## config.mk

```make
export PLATFORM = sky130hd
export DESIGN_NAME = button_click_classifier
export DESIGN_NICKNAME = d
export VERILOG_FILES = /design/src/rtl/core/bcc_pkg.sv /design/src/rtl/core/bcc_step.sv /design/src/rtl/core/button_click_classifier.sv
export SDC_FILE = /design/constraint.sdc
export NUM_CORES = 1
export LEC_CHECK = 0
export ABC_AREA = 1
export BUFFER_PORTS_ARGS = -buffer_cell sky130_fd_sc_hd__buf_2
export CORE_MARGIN = 2
export CORE_UTILIZATION = 55
export DETAILED_ROUTE_END_ITERATION = 8
export PLACE_DENSITY = 0.72
export RECOVER_POWER = 100
export SLEW_MARGIN = 10
export SYNTH_ARGS = -nofsm -noshare
export SYNTH_HDL_FRONTEND = slang
export SYNTH_SLANG_ARGS = --single-unit
```

## constraint.sdc

```tcl
create_clock -name clk -period 14 [get_ports clk]
set_input_delay 2.8 -clock clk [delete_from_list [all_inputs] [get_ports clk]]
set_output_delay 2.8 -clock clk [all_outputs]
set_load 0.02 [all_outputs]
```

## src/rtl/core/bcc_pkg.sv

```systemverilog
// Shared types and constants for the button click classifier.
// No dependencies; imported by bcc_step, button_click_classifier and the testbench.
`default_nettype none

package bcc_pkg;

	// Width of each configuration register
	localparam int CFG_W = 14;

	// Register indexes on the configuration port
	localparam logic [1:0] REG_DEBOUNCE   = 2'd0;
	localparam logic [1:0] REG_LONG_PRESS = 2'd1;
	localparam logic [1:0] REG_GAP        = 2'd2;

	// Register values after reset
	localparam logic [CFG_W-1:0] DEBOUNCE_RST   = 14'd20;
	localparam logic [CFG_W-1:0] LONG_PRESS_RST = 14'd1000;
	localparam logic [CFG_W-1:0] GAP_RST        = 14'd300;

	// Event codes
	typedef logic [1:0] event_kind_t;
	localparam event_kind_t EV_SINGLE = 2'd0;
	localparam event_kind_t EV_DOUBLE = 2'd1;
	localparam event_kind_t EV_LONG   = 2'd2;

	// Single-bit state of the classifier
	typedef struct packed {
		logic started;
		logic raw_previous;
		logic stable_level;
		logic long_reported;
		logic awaiting_second;
	} bcc_flags_t;

endpackage

`default_nettype wire

```

## src/rtl/core/bcc_step.sv

```systemverilog
// Next-state and event logic for one tick of the click classifier.
// Depends on bcc_pkg; instantiated by button_click_classifier.
`default_nettype none

module bcc_step
	import bcc_pkg::*;
#(
	parameter int TIME_WIDTH = 16
) (
	input  wire logic [CFG_W-1:0]      debounce_ms,
	input  wire logic [CFG_W-1:0]      long_press_ms,
	input  wire logic [CFG_W-1:0]      double_click_gap_ms,
	input  wire bcc_flags_t            flags,
	input  wire logic [TIME_WIDTH-1:0] debounce_elapsed,
	input  wire logic [TIME_WIDTH-1:0] hold_elapsed,
	input  wire logic [TIME_WIDTH-1:0] gap_elapsed,
	input  wire logic                  raw_pressed,
	input  wire logic [7:0]            elapsed_ms,
	output bcc_flags_t                 flags_nx,
	output logic [TIME_WIDTH-1:0]      debounce_elapsed_nx,
	output logic [TIME_WIDTH-1:0]      hold_elapsed_nx,
	output logic [TIME_WIDTH-1:0]      gap_elapsed_nx,
	output logic                       ev_valid,
	output event_kind_t                ev_kind
);

	localparam int CMP_W = (TIME_WIDTH > CFG_W) ? TIME_WIDTH : CFG_W;

	function automatic logic [TIME_WIDTH-1:0] sat_add(
		input logic [TIME_WIDTH-1:0] acc,
		input logic [7:0]            inc
	);
		logic [TIME_WIDTH:0] s;
		s = {1'b0, acc} + (TIME_WIDTH+1)'(inc);
		return s[TIME_WIDTH] ? {TIME_WIDTH{1'b1}} : s[TIME_WIDTH-1:0];
	endfunction

	// Accumulator reached its limit
	function automatic logic reached(
		input logic [TIME_WIDTH-1:0] acc,
		input logic [CFG_W-1:0]      lim
	);
		return CMP_W'(acc) >= CMP_W'(lim);
	endfunction

	always_comb begin
		bcc_flags_t            f;
		logic [TIME_WIDTH-1:0] deb;
		logic [TIME_WIDTH-1:0] hold;
		logic [TIME_WIDTH-1:0] gap;

		f        = flags;
		deb      = debounce_elapsed;
		hold     = hold_elapsed;
		gap      = gap_elapsed;
		ev_valid = 1'b0;
		ev_kind  = EV_SINGLE;

		// first tick: adopt the raw level and clear everything else
		if (!f.started) begin
			f.raw_previous    = raw_pressed;
			f.stable_level    = raw_pressed;
			f.started         = 1'b1;
			f.long_reported   = 1'b0;
			f.awaiting_second = 1'b0;
			deb  = '0;
			hold = '0;
			gap  = '0;
		end

		if (raw_pressed != f.raw_previous) begin
			f.raw_previous = raw_pressed;
			deb = '0;
		end else if (!reached(deb, debounce_ms)) begin
			deb = sat_add(deb, elapsed_ms);
			if (reached(deb, debounce_ms) && f.stable_level != raw_pressed) begin
				f.stable_level = raw_pressed;
				if (raw_pressed) begin
					hold = '0;
					f.long_reported = 1'b0;
				end else begin
					if (!f.long_reported) begin
						gap = '0;
						if (f.awaiting_second) begin
							f.awaiting_second = 1'b0;
							ev_valid = 1'b1;
							ev_kind  = EV_DOUBLE;
						end else begin
							f.awaiting_second = 1'b1;
						end
					end
					f.long_reported = 1'b0;
				end
			end
		end

		if (f.stable_level) begin
			hold = sat_add(hold, elapsed_ms);
			if (!f.long_reported && reached(hold, long_press_ms)) begin
				f.long_reported   = 1'b1;
				f.awaiting_second = 1'b0;
				gap      = '0;
				ev_valid = 1'b1;
				ev_kind  = EV_LONG;
			end
		end else if (f.awaiting_second) begin
			gap = sat_add(gap, elapsed_ms);
			if (reached(gap, double_click_gap_ms)) begin
				f.awaiting_second = 1'b0;
				gap      = '0;
				ev_valid = 1'b1;
				ev_kind  = EV_SINGLE;
			end
		end

		flags_nx            = f;
		debounce_elapsed_nx = deb;
		hold_elapsed_nx     = hold;
		gap_elapsed_nx      = gap;
	end

endmodule

`default_nettype wire

```

## src/rtl/core/button_click_classifier.sv

```systemverilog
// Top level of the button click classifier: tick register, state and output register.
// Depends on bcc_pkg and bcc_step.
`default_nettype none

// Debounced single / double / long press detector. Each transfer on the slave
// stream is one time tick: the sampled button level and the milliseconds since
// the previous tick. A tick that completes a gesture produces one transfer on
// the master stream carrying the event code (0 single click, 1 double click,
// 2 long press); other ticks produce nothing. A tick is taken every cycle
// unless the block stalls: it lands in an input register, from which one pass
// of compare and saturating-add logic updates the state and loads the output
// register, so the sustained rate is one tick per cycle while nothing stalls.
// The only stall comes from the output register, when it holds an unaccepted
// event and the waiting tick would produce another. Time accumulators are
// TIME_WIDTH bits and saturate rather than wrap. Write the three timing
// registers only while no tick is in flight.
module button_click_classifier
	import bcc_pkg::*;
#(
	parameter int TIME_WIDTH = 16
) (
	input  wire logic             clk,
	input  wire logic             arst_n,
	// configuration write port
	input  wire logic             cfg_we,
	input  wire logic [1:0]       cfg_index,
	input  wire logic [CFG_W-1:0] cfg_wdata,
	// tick stream
	input  wire logic             s_tvalid,
	output logic                  s_tready,
	input  wire logic [15:0]      s_tdata,  // [0] raw_pressed, [8:1] elapsed_ms, rest zero
	// event stream
	output logic                  m_tvalid,
	input  wire logic             m_tready,
	output logic [7:0]            m_tdata   // [1:0] event_kind, rest zero
);

	// timing registers
	logic [CFG_W-1:0] debounce_ms_q;
	logic [CFG_W-1:0] long_press_ms_q;
	logic [CFG_W-1:0] gap_ms_q;

	// tick register
	logic       valid_s1;
	logic       raw_s1;
	logic [7:0] elapsed_s1;

	// classifier state
	bcc_flags_t            flags_q;
	logic [TIME_WIDTH-1:0] deb_q;
	logic [TIME_WIDTH-1:0] hold_q;
	logic [TIME_WIDTH-1:0] gap_q;

	// next state from the step logic
	bcc_flags_t            flags_nx;
	logic [TIME_WIDTH-1:0] deb_nx;
	logic [TIME_WIDTH-1:0] hold_nx;
	logic [TIME_WIDTH-1:0] gap_nx;
	logic                  ev_valid;
	event_kind_t           ev_kind;

	// output register
	logic        out_valid_q;
	event_kind_t out_kind_q;

	logic out_free;
	logic advance;

	// The output slot can take a new event if empty or being drained.
	assign out_free = !out_valid_q || m_tready;
	// A tick with no event never waits on the output side.
	assign advance  = valid_s1 && (!ev_valid || out_free);
	assign s_tready = !valid_s1 || advance;

	assign m_tvalid = out_valid_q;
	assign m_tdata  = {6'd0, out_kind_q};

	// Register writes; an index past the last register is dropped.
	always_ff @(posedge clk or negedge arst_n) begin
		if (!arst_n) begin
			debounce_ms_q   <= DEBOUNCE_RST;
			long_press_ms_q <= LONG_PRESS_RST;
			gap_ms_q        <= GAP_RST;
		end else if (cfg_we) begin
			case (cfg_index)
				REG_DEBOUNCE:   debounce_ms_q   <= cfg_wdata;
				REG_LONG_PRESS: long_press_ms_q <= cfg_wdata;
				REG_GAP:        gap_ms_q        <= cfg_wdata;
				default: ;
			endcase
		end
	end

	// Capture the tick on each slave transfer; hold it while stalled.
	always_ff @(posedge clk or negedge arst_n) begin
		if (!arst_n) begin
			valid_s1 <= 1'b0;
		end else if (s_tready) begin
			valid_s1 <= s_tvalid;
		end
	end

	always_ff @(posedge clk) begin
		if (s_tready && s_tvalid) begin
			raw_s1     <= s_tdata[0];
			elapsed_s1 <= s_tdata[8:1];
		end
	end

	bcc_step #(
		.TIME_WIDTH (TIME_WIDTH)
	) u_step (
		.debounce_ms         (debounce_ms_q),
		.long_press_ms       (long_press_ms_q),
		.double_click_gap_ms (gap_ms_q),
		.flags               (flags_q),
		.debounce_elapsed    (deb_q),
		.hold_elapsed        (hold_q),
		.gap_elapsed         (gap_q),
		.raw_pressed         (raw_s1),
		.elapsed_ms          (elapsed_s1),
		.flags_nx            (flags_nx),
		.debounce_elapsed_nx (deb_nx),
		.hold_elapsed_nx     (hold_nx),
		.gap_elapsed_nx      (gap_nx),
		.ev_valid            (ev_valid),
		.ev_kind             (ev_kind)
	);

	// Advance the state once per consumed tick.
	always_ff @(posedge clk or negedge arst_n) begin
		if (!arst_n) begin
			flags_q <= '0;
			deb_q   <= '0;
			hold_q  <= '0;
			gap_q   <= '0;
		end else if (advance) begin
			flags_q <= flags_nx;
			deb_q   <= deb_nx;
			hold_q  <= hold_nx;
			gap_q   <= gap_nx;
		end
	end

	// Load a new event, or drop the current one once transferred.
	always_ff @(posedge clk or negedge arst_n) begin
		if (!arst_n) begin
			out_valid_q <= 1'b0;
		end else if (advance && ev_valid) begin
			out_valid_q <= 1'b1;
		end else if (m_tready) begin
			out_valid_q <= 1'b0;
		end
	end

	always_ff @(posedge clk) begin
		if (advance && ev_valid) begin
			out_kind_q <= ev_kind;
		end
	end

	// An event code outside the three gestures never leaves the block.
	a_kind_legal: assert property (@(posedge clk) disable iff (!arst_n)
		m_tvalid |-> (m_tdata[1:0] == EV_SINGLE || m_tdata[1:0] == EV_DOUBLE ||
			m_tdata[1:0] == EV_LONG))
		else $error("illegal event code on output");

	// A stalled tick stays in the input register.
	a_tick_held: assert property (@(posedge clk) disable iff (!arst_n)
		(valid_s1 && !advance) |=> valid_s1)
		else $error("tick lost while stalled");

	// A double click clears the pending second-click wait.
	a_double_clears: assert property (@(posedge clk) disable iff (!arst_n)
		(advance && ev_valid && ev_kind == EV_DOUBLE) |=> !flags_q.awaiting_second)
		else $error("wait still armed after double click");

	// A long press marks itself reported and cancels any wait.
	a_long_marks: assert property (@(posedge clk) disable iff (!arst_n)
		(advance && ev_valid && ev_kind == EV_LONG) |=>
			(flags_q.long_reported && !flags_q.awaiting_second))
		else $error("long press not recorded");

	// An event is only loaded into a free output slot.
	a_no_overwrite: assert property (@(posedge clk) disable iff (!arst_n)
		(advance && ev_valid) |-> out_free)
		else $error("event overwrote a pending result");

endmodule

`default_nettype wire

```

## Yosys cells after proc, flatten, opt, wreduce, memory -nomap -nowiden

Index checks and enable logic that the tools add are counted.

- Register bits after elaboration: 108
- Bits of input ports: 37

- $add $sub $neg: 3
- Magnitude comparators: 4
- Equal/unequal tests: 4
- Multiplexer cells: 57
- Reductions and logical operators: 17

Operators with widths:

| kind | count |
|---|---|
| $mux 16 | 22 |
| $ge 16x14->1 | 4 |
| $add 16x8->17 | 3 |
| $mux 1 | 21 |
| $mux 2 | 10 |
| $mux 3 | 3 |
| $reduce_and 2->1 | 3 |
| $logic_and 1x1->1 | 5 |
| $logic_not 1->1 | 4 |
| $mux 4 | 1 |
| $logic_or 1x1->1 | 3 |
| $eq 2x1->1 const B | 1 |
| $eq 2x2->1 const B | 1 |
| $logic_not 2->1 | 1 |
| $ne 1x1->1 | 2 |
| $reduce_bool 2->1 | 1 |

## Logic depth before layout (Yosys ltp)

Gate-level depths: netlist (run 1).

- Depth in word-level cells: 19
- Mapped depth: 79
- Mapped depth without buffers: 74

## Hierarchy

Synthesis (run 1) repeated with hierarchy kept, for this count alone.

- Cell total of the unflattened synthesis: 1291
- Area total of the unflattened synthesis: 9231.4 µm²

By module, submodules not included:

| module | times used | cells an instance | area an instance (µm²) | seq. area each (µm²) |
|---|---|---|---|---|
| bcc_step | 1 | 881 | 5103.6 | 0.0 |
| button_click_classifier | 1 | 410 | 4127.7 | 2772.7 |

## Least setup slack after synthesis (run 1)

Ideal clock, no wire load.

- Path kind: flip-flop to output port
- Start: reg flags_q[4] in the netlist's numbering
- End: out s_tready
- Arrival: 8.207 ns
- Required time: 11.200 ns
- Setup slack: 2.993 ns
- Stages on the path, launching flop included: 73
- Cells stage by stage: dfrtp_1 buf_6 buf_6 clkbuf_1 clkbuf_1 nand2_1 inv_1 ha_1 ha_1 inv_1 nand2_1 nand4_1 nand2_1 nand3_1 nand2_2 inv_2 nor2_4 clkinv_1 (+37 left out) o21a_1 o21ai_0 nand2_1 nand2_1 nand2_1 nand3_1 nand2_1 nand2_1 nand2_1 nand2_1 nand2_1 nor2_1 nand3_1 inv_2 nand2_2 nand3_4 nand3_4 nand3_1

- Longest elaborated chain between the ends: 18
- Elaborated cells between the ends (all ways): 48
- Classes of those cells: 3 x add/sub; 4 x order compare; 2 x eq/ne; 32 x mux; 7 x reduce/logical

Ends and longest elaborated chain:

| item | line | text |
|---|---|---|
| start, declared | button_click_classifier.sv:49 | `bcc_flags_t flags_q;` |
| start signal, assigned | button_click_classifier.sv:138 | `flags_q <= flags_nx;` |
| $mux 16 | bcc_step.sv:60 | `if (!f.started) begin` |
| $add 16x8->17 | bcc_step.sv:34 | `s = {1'b0, acc} + (TIME_WIDTH+1)'(inc);` |
| $mux 16 | bcc_step.sv:35 | `return s[TIME_WIDTH] ? {TIME_WIDTH{1'b1}} : s[TIME_WIDTH-1:0];` |
| $ge 16x14->1 | bcc_step.sv:43 | `return CMP_W'(acc) >= CMP_W'(lim);` |
| $logic_and 1x1->1 | bcc_step.sv:76 | `if (reached(deb, debounce_ms) && f.stable_level != raw_pressed) begin` |
| $mux 16 | bcc_step.sv:76 |  |
| $mux 16 | bcc_step.sv:74 | `end else if (!reached(deb, debounce_ms)) begin` |
| $mux 16 | bcc_step.sv:71 | `if (raw_pressed != f.raw_previous) begin` |
| (+2 left out) | - |  |
| $ge 16x14->1 | bcc_step.sv:43 |  |
| $mux 1 or $logic_and 1x1->1 (tied branches) | bcc_step.sv:108, bcc_step.sv:99 |  |
| $mux 1, on equally long branches | bcc_step.sv:106, bcc_step.sv:99 |  |
| $mux 1 * | bcc_step.sv:97 | `if (f.stable_level) begin` |
| $logic_not 1->1 * | button_click_classifier.sv:72 | `assign advance = valid_s1 && (!ev_valid \|\| out_free);` |
| $logic_or 1x1->1 * | button_click_classifier.sv:72 |  |
| $logic_and 1x1->1 * | button_click_classifier.sv:72 |  |
| $logic_or 1x1->1 * | button_click_classifier.sv:73 | `assign s_tready = !valid_s1 \|\| advance;` |
| end, declared | button_click_classifier.sv:30 | `output logic s_tready,` |

Every way passes the cells marked *; elsewhere a longest branch is shown, timed or not.

## Final worst setup path (run 1)

Ends and elaborated chain as after synthesis.

==> summary.md, run 1 <==
| Metric | Value |
|---|---|
| Status | `finished, violations left` |
| Failing checks | `capacitance limit, slew limit` |
| Leak | `5.254 nW` |
| DIE HEIGHT | `131.0 µm` |
| Final core utilization | `0.5913` |
| # diodes | `0` |
| CORE AREA | `15830 µm²` |
| Row count | `46` |
| Power per cell area | `201.6 nW/µm²` |
| CP Class | `register to output pin` |
| Most numerous cell on the critical path | `nand2_1` |
| Asr flop ratio synth | `0.8981` |
| Area growth, synth to finish | `5.545%` |
| # IOs | `47` |
| Hold WS | `475.8 ps` |
| Req. time, crit path | `11200 ps` |
| Yosys reg bits | `108` |
| Post-synthesis cell type count | `42` |
| Most frequent cells after synthesis | `nand2_1, inv_1, nand3_1` |
| Dpl hpwl | `15690 µm` |
| Fin area | `9359 µm²` |
| Post-layout net count | `1422` |
| Maxcap violations | `2` |
| Critical path endpoint category | `output pin` |
| Worst Slack Setup Final | `1265 ps` |
| Top post-synthesis cells by area | `dfrtp_1, nand2_1, ha_1` |
| Slew HR | `-1.835` |
| GR Util All Layers | `0.2731` |
| CP Data Arrival Time | `9940 ps` |
| DP Area | `9067 µm²` |
| GRT overflow | `0` |
| Most area-hungry cell type in the Yosys netlist | `dfrtp_1` |
| RSZ-0062 raised after global routing | `false` |
| TritonCTS clock tree | `built` |
| Fin cells | `1528` |
| Drt drc | `0` |
| Largest net degree at the start of global routing | `80` |
| Initial antenna violation count | `0` |
| Number of synthesized flops with an enable pin | `11` |
| Overall die area | `17150 µm²` |
| Placer Congestion | `0.8991` |
| # H-tree levels | `3` |
| Vias in the first global route | `7545` |
| CTS max path bufs | `2` |
| Post-Route Setup TNS | `0 ps` |
| Fin crit share | `0.9097` |
| HP Class | `register to register` |
| VDD IR max | `111.5 µV` |
| Initial Util | `0.5602` |
| Most common cell in the synthesized netlist | `nand2_1` |
| TritonCTS buffer count | `9` |
| Synthesized instance count | `1303` |
| Setup Skew | `7.247 ps` |
| Wire per inst | `14.11 µm` |
| Critical Path Fanout Max | `20` |
| Clock Tree Root | `clkbuf_16` |
| Overall Power | `1.887 mW` |
| Placed Cells incl. Taps | `1512` |
| Die width | `131.0 µm` |
| Final WL | `21560 µm` |
| Post-synth top area share | `0.2399` |
| Final Critical Period | `12740 ps` |
| Via/cell ratio | `5.297` |
| Pins Over Slew Limit | `135` |
| Post-synthesis sequential area ratio | `0.3127` |
| Vias post-DR | `8094` |
| Delay of the slowest critical-path stage | `600 ps` |
| CTS Sinks | `108` |
| Cell Area, Synth | `8867 µm²` |
| Final Hold Vio Count | `0` |
| Initial DRC count | `512` |
| Port buffer count | `33` |
| Slowest stage cell, crit path | `dfrtp_4` |
| Pre-CTS setup slack | `1307 ps` |
| Top FF cell, synth | `dfrtp_1` |
| CTS Hold Bufs | `0` |
| Clock Latency Late Sink | `350 ps` |
| Startpoint Class | `register` |
| Least-Margin Pin Slew | `4252 ps` |
| Setup Fix Bufs, Post-CTS | `0` |
| TritonRoute pass-1 iters | `5` |
| Share of cells above drive strength 1 | `0.08765` |
| First-pass GRT wire length | `36930 µm` |
| Highest clock rate | `78.52 MHz` |
| Synth Warn # | `0` |
| Final setup vio count | `0` |
| Antenna-violating nets left | `0` |
| Clk slew on worst S/H paths | `70 ps` |
| Mean Syn Cell Area | `6.805 µm²` |
==> worst max-delay path: cells and delay by family (launching register included) <==
family	cells	cell delay, ps
compound gates	9	1510
fa+ha+maj	6	1390
buf+inv	8	910
flops	1	600
simple gates	43	5100
==> what timing repair did <==
action | CTS | global route
endpoints found under the setup margin | 0 | 1
endpoints found under the hold margin | 0 | 0
gates resized for setup | 0 | 3
==> final timing paths <==
kind | startpoint | endpoint | slack, ps | cells past startpoint
worst max-delay path | flags_q[4] | s_tready | 1260 | 66
worst min-delay path | gap_q[8] | gap_q[8] | 480 | 2
worst max register to register | flags_q[4] | deb_q[15] | 1760 | 68
worst min register to register | gap_q[8] | gap_q[8] | 480 | 2
max in group asynchronous | arst_n | flags_q[4] | 6210 | 2
min in group asynchronous | arst_n | deb_q[12] | 2630 | 1
==> cell usage in the layout (no fill, tap or decap), drive strengths merged <==
master	synthesis	layout
nor2	76	76
o21bai	5	5
dfrtp	85	85
conb	1	6
nor3	10	10
a21boi	1	1
nand2	433	433
nor3b	1	1
a31oi	2	2
maj3	1	1
xor2	8	8
edfxtp	11	11
inv	201	202
nand3b	1	1
a21oi	47	47
clkinv	6	9
dfstp	12	12
buf	25	33
nand3	142	142
or2	6	6
a211oi	19	19
fa	2	2
nand4	18	18
clkbuf	26	15
clkinvlp	0	2
a21o	4	4
ha	76	76
xnor2	6	6
o21ai	74	74
o21a	4	4
bufinv	0	1
==> state kept, by name, summed over array words and instances (netlist names) <==
register,flops
deb_q,16
debounce_ms_q,14
elapsed_s1,8
flags_q,5
gap_ms_q,14
gap_q,16
hold_q,16
long_press_ms_q,14
m_tvalid,1
out_kind_q,2
raw_s1,1
valid_s1,1
==> layer usage <==
metal / global-route usage / share of wire
met2: 0.4282 / 0.44
met1: 0.3813 / 0.47
met4: 0.1045 / 0.032
met3: 0.04316 / 0.056
met5: 0 / 0
==> layout make-up <==
cell class                      instances  area (µm²)
Tap cell                              216       270.3
Multi-Input combinational cell        942        5030
Sequential cell                       108        2778
Inverter                              207       780.7
Clock buffer                            9       225.2
Clock inverter                          7       73.82
Fill cell                            1540        6469
Timing Repair Buffer                   39       201.4
==> power by group <==
group          switching, mW  internal (mW)  leakage (nW)
combinational          0.745          0.428          3.79
sequential            0.0489          0.399          1.32
clock                  0.125          0.140         0.146
==> cells by family (layout without fill, tap and decap cells) <==
group | after synthesis | count (layout) | synth area share
adder cells (fa/ha/maj) | 79 | 79 | 0.1129
buffers and inverters | 258 | 262 | 0.1219
XOR/XNOR | 14 | 14 | 0.01383
AO/OA/AOI/OAI | 156 | 156 | 0.09807
flip-flops | 108 | 108 | 0.3127
AND/OR/NAND/NOR | 687 | 687 | 0.3402
other | 1 | 6 | 0.0004229
(Power assumes the default switching activity.)
==> run 2: changes to the inputs <==
--- a/config.mk
+++ b/config.mk
@@ -10,7 +10,7 @@
 export CORE_MARGIN = 2
 export CORE_UTILIZATION = 55
 export DETAILED_ROUTE_END_ITERATION = 8
-export PLACE_DENSITY = 0.72
+export PLACE_DENSITY = 0.73
 export RECOVER_POWER = 100
 export SLEW_MARGIN = 10
 export SYNTH_ARGS = -nofsm -noshare
==> run 2 against run 1 <==
  * The run still ends with capacitance limit, slew limit left
  * Die area unchanged
  * Non-clock buffer count down 1
  * Routed wire length down 2.5%
  * Sequential power about the same
  * Register-to-register slack worse by 220 ps
  * Critical endpoint unchanged
  * Highest routed layer unchanged
==> summary.md, run 2 (synthesis gave the netlist of run 1 again) <==
| Metric | Value |
|---|---|
| Setup Skew | `8.084 ps (+0.8369 ps)` |
| Largest regs | `deb_q: 16 flops, gap_q: 16 flops, hold_q: 16 flops` |
| Dpl hpwl | `15140 µm (-3.5%)` |
| Power per cell area | `200.8 nW/µm² (-0.39%)` |
| Most frequent cells in the layout | `nand2_1, inv_1, nand3_1, dfrtp_1, ha_1` |
| Failing checks | `capacitance limit, slew limit` |
| Post-Route Setup TNS | `0 ps (unchanged)` |
| Fin cells | `1527 (-0.065%)` |
| Final WL | `21020 µm (-2.5%)` |
| Area growth, synth to finish | `5.306%` |
| CTS max path bufs | `2 (unchanged)` |
| Initial DRC count | `504 (-1.6%)` |
| VDD IR max | `104.2 µV (-6.5%)` |
| M2 GR Usage | `0.4194 (-0.008839)` |
| Drt drc | `0 (unchanged)` |
| Final setup vio count | `0 (unchanged)` |
| Leak | `5.242 nW (-0.22%)` |
| Initial antenna violation count | `0 (unchanged)` |
| Die width | `131.0 µm (unchanged)` |
| Met1 usage | `0.3644 (-0.01692)` |
| Pre-CTS setup slack | `1397 ps (+90.17 ps)` |
| Worst hold path stage count | `2 (unchanged)` |
| Vias post-DR | `8068 (-0.32%)` |
| Largest net degree at the start of global routing | `64 (-20%)` |
| Hold Path Origin | `gap_q[6]` |
| Post-layout net count | `1421 (-0.070%)` |
| Worst Slack Setup Final | `1007 ps (-257.7 ps)` |
| Vias in the first global route | `7118 (-5.7%)` |
| Critical Path Fanout Max | `28 (+40%)` |
| CTS Sinks | `108 (unchanged)` |
| Clock Tree Root | `clkbuf_16` |
| Clock Latency Late Sink | `360 ps (about the same)` |
| # IOs | `47 (unchanged)` |
| RSZ-0062 raised after global routing | `false` |
| TritonCTS buffer count | `9 (unchanged)` |
| Commonest non-fill, non-tap cell in the layout | `nand2_1` |
| Critical path buffer and inverter count | `10 (+2)` |
| Worst r2r src | `flags_q[4]` |
| TritonRoute pass-1 iters | `5 (unchanged)` |
| Antenna-violating nets left | `0 (unchanged)` |
| GR Util met3 | `0.02850 (-0.01466)` |
| # diodes | `0 (unchanged)` |
| Overall die area | `17150 µm² (unchanged)` |
| Share of cells above drive strength 1 | `0.08543 (-0.002221)` |
| Startpoint Class | `register` |
| # H-tree levels | `3 (unchanged)` |
| Highest clock rate | `76.96 MHz (-2.0%)` |
| GR peak layer | `met2` |
| Port buffer count | `33 (unchanged)` |
| GRT overflow | `0 (unchanged)` |
| WHS Endpoint | `gap_q[6]` |
| TritonCTS clock tree | `built` |
| CP Class | `register to output pin` |
| Final Hold Vio Count | `0 (unchanged)` |
| Most numerous cell on the critical path | `nand2_1` |
| Critical path endpoint category | `output pin` |
| DIE HEIGHT | `131.0 µm (unchanged)` |
| Slew HR | `-1.275 (+0.5595)` |
| Row count | `46 (unchanged)` |
| Overall Power | `1.875 mW (-0.61%)` |
| Req. time, crit path | `11200 ps (about the same)` |
| Status | `finished, violations left` |
| Delay of the slowest critical-path stage | `540 ps (-60 ps)` |
| First-pass GRT wire length | `34700 µm (-6.0%)` |
| Initial Util | `0.5602 (unchanged)` |
| Delay-heaviest family, CP | `simple AND/OR/NAND/NOR gates` |
| Slowest stage cell, crit path | `dfrtp_2` |
| Least-Margin Pin Slew | `3413 ps (-839.3 ps)` |
| R2R Setup Slk | `1540 ps (-220 ps)` |
| CP Data Arrival Time | `10190 ps (+250 ps)` |
| R2R Path End | `deb_q[10]` |
| Placed Cells incl. Taps | `1511 (-0.066%)` |
| Maxcap violations | `3 (+1)` |
| Pins Over Slew Limit | `155 (+15%)` |
| Placer Congestion | `0.9005 (+0.16%)` |
| CORE AREA | `15830 µm² (unchanged)` |
| HP Class | `register to register` |
| Via/cell ratio | `5.284 (-0.26%)` |
| Fin crit share | `0.9281 (+0.01841)` |
| Final Critical Period | `12990 ps (+257.7 ps)` |
| Wire per inst | `13.76 µm (-2.4%)` |
| GR Util All Layers | `0.2574 (-0.01568)` |
| FF-to-FF path depth | `67 (-1.5%)` |
| Clk slew on worst S/H paths | `80 ps (about the same)` |
## run 2: changes by cell type in the layout (fill, tap and decap cells not counted)
| cell | delta |
|---|---|
| dfrtp_4 | -1 |
| clkinv_4 | +1 |
| inv_8 | +3 |
| clkinv_2 | -2 |
| buf_2 | -1 |
| clkinv_1 | +1 |
| inv_6 | -1 |
| buf_4 | -1 |
| clkinvlp_4 | -1 |
| bufinv_16 | -1 |
| clkbuf_1 | +1 |
| dfrtp_2 | +1 |
## run 2: worst max path at each step
stage	start	end	slack [ps]	depth (start not counted)
5_1_grt	flags_q[4]	s_tready	40	65
3_5_place_dp	flags_q[4]	s_tready	1400	65
4_1_cts	flags_q[4]	s_tready	940	65
6_report	flags_q[4]	s_tready	1010	65
2_1_floorplan	flags_q[4]	s_tready	2990	72
3_3_place_gp	flags_q[4]	s_tready	1520	65
## run 2: layout make-up
| class | count | area, µm² |
|---|---|---|
| clock buffer | 9 | 225.2 |
| clock inverter | 7 | 67.56 |
| fill | 1504 | 6490 |
| inverter | 207 | 777.0 |
| multi-input combinational | 942 | 5030 |
| sequential | 108 | 2775 |
| tap | 216 | 270.3 |
| timing repair buffer | 38 | 192.7 |
## run 2: worst min-delay path: stages (launching register included)
cell     delay, ps
dfrtp_1        350
nand2_1         50
nand2_1         50
## run 2: metrics by stage
stage	hold slack, ps	utilization	instance area (µm²)
6_report	473.2	0.5900	9338
4_1_cts	477.5	0.5909	9353
5_1_grt	496.3	0.5900	9338
3_5_place_dp	458.2	0.5724	9060
2_1_floorplan	441.7	-	8886
3_3_place_gp	453.3	0.5724	9060
## run 2: routing by layer
| layer | vias up | wire length, µm |
|---|---|---|
| li1 | 4162 | - |
| met1 | 3685 | 10340 |
| met2 | 194 | 9454 |
| met3 | 27 | 870 |
| met4 | 0 | 354 |
| met5 | - | 0 |
## run 2: where the power goes
| part | internal, mW | total [mW] | switching, mW |
|---|---|---|---|
| clock | 0.126 | 0.260 | 0.134 |
| combinational | 0.428 | 1.17 | 0.740 |
| sequential | 0.399 | 0.447 | 0.0481 |
## run 2: timing repair
action                                  4_1_cts  5_1_grt
buffers inserted                              0        0
hold buffers                                  0        0
endpoints found under the setup margin        0        1
resized for setup                             0        1
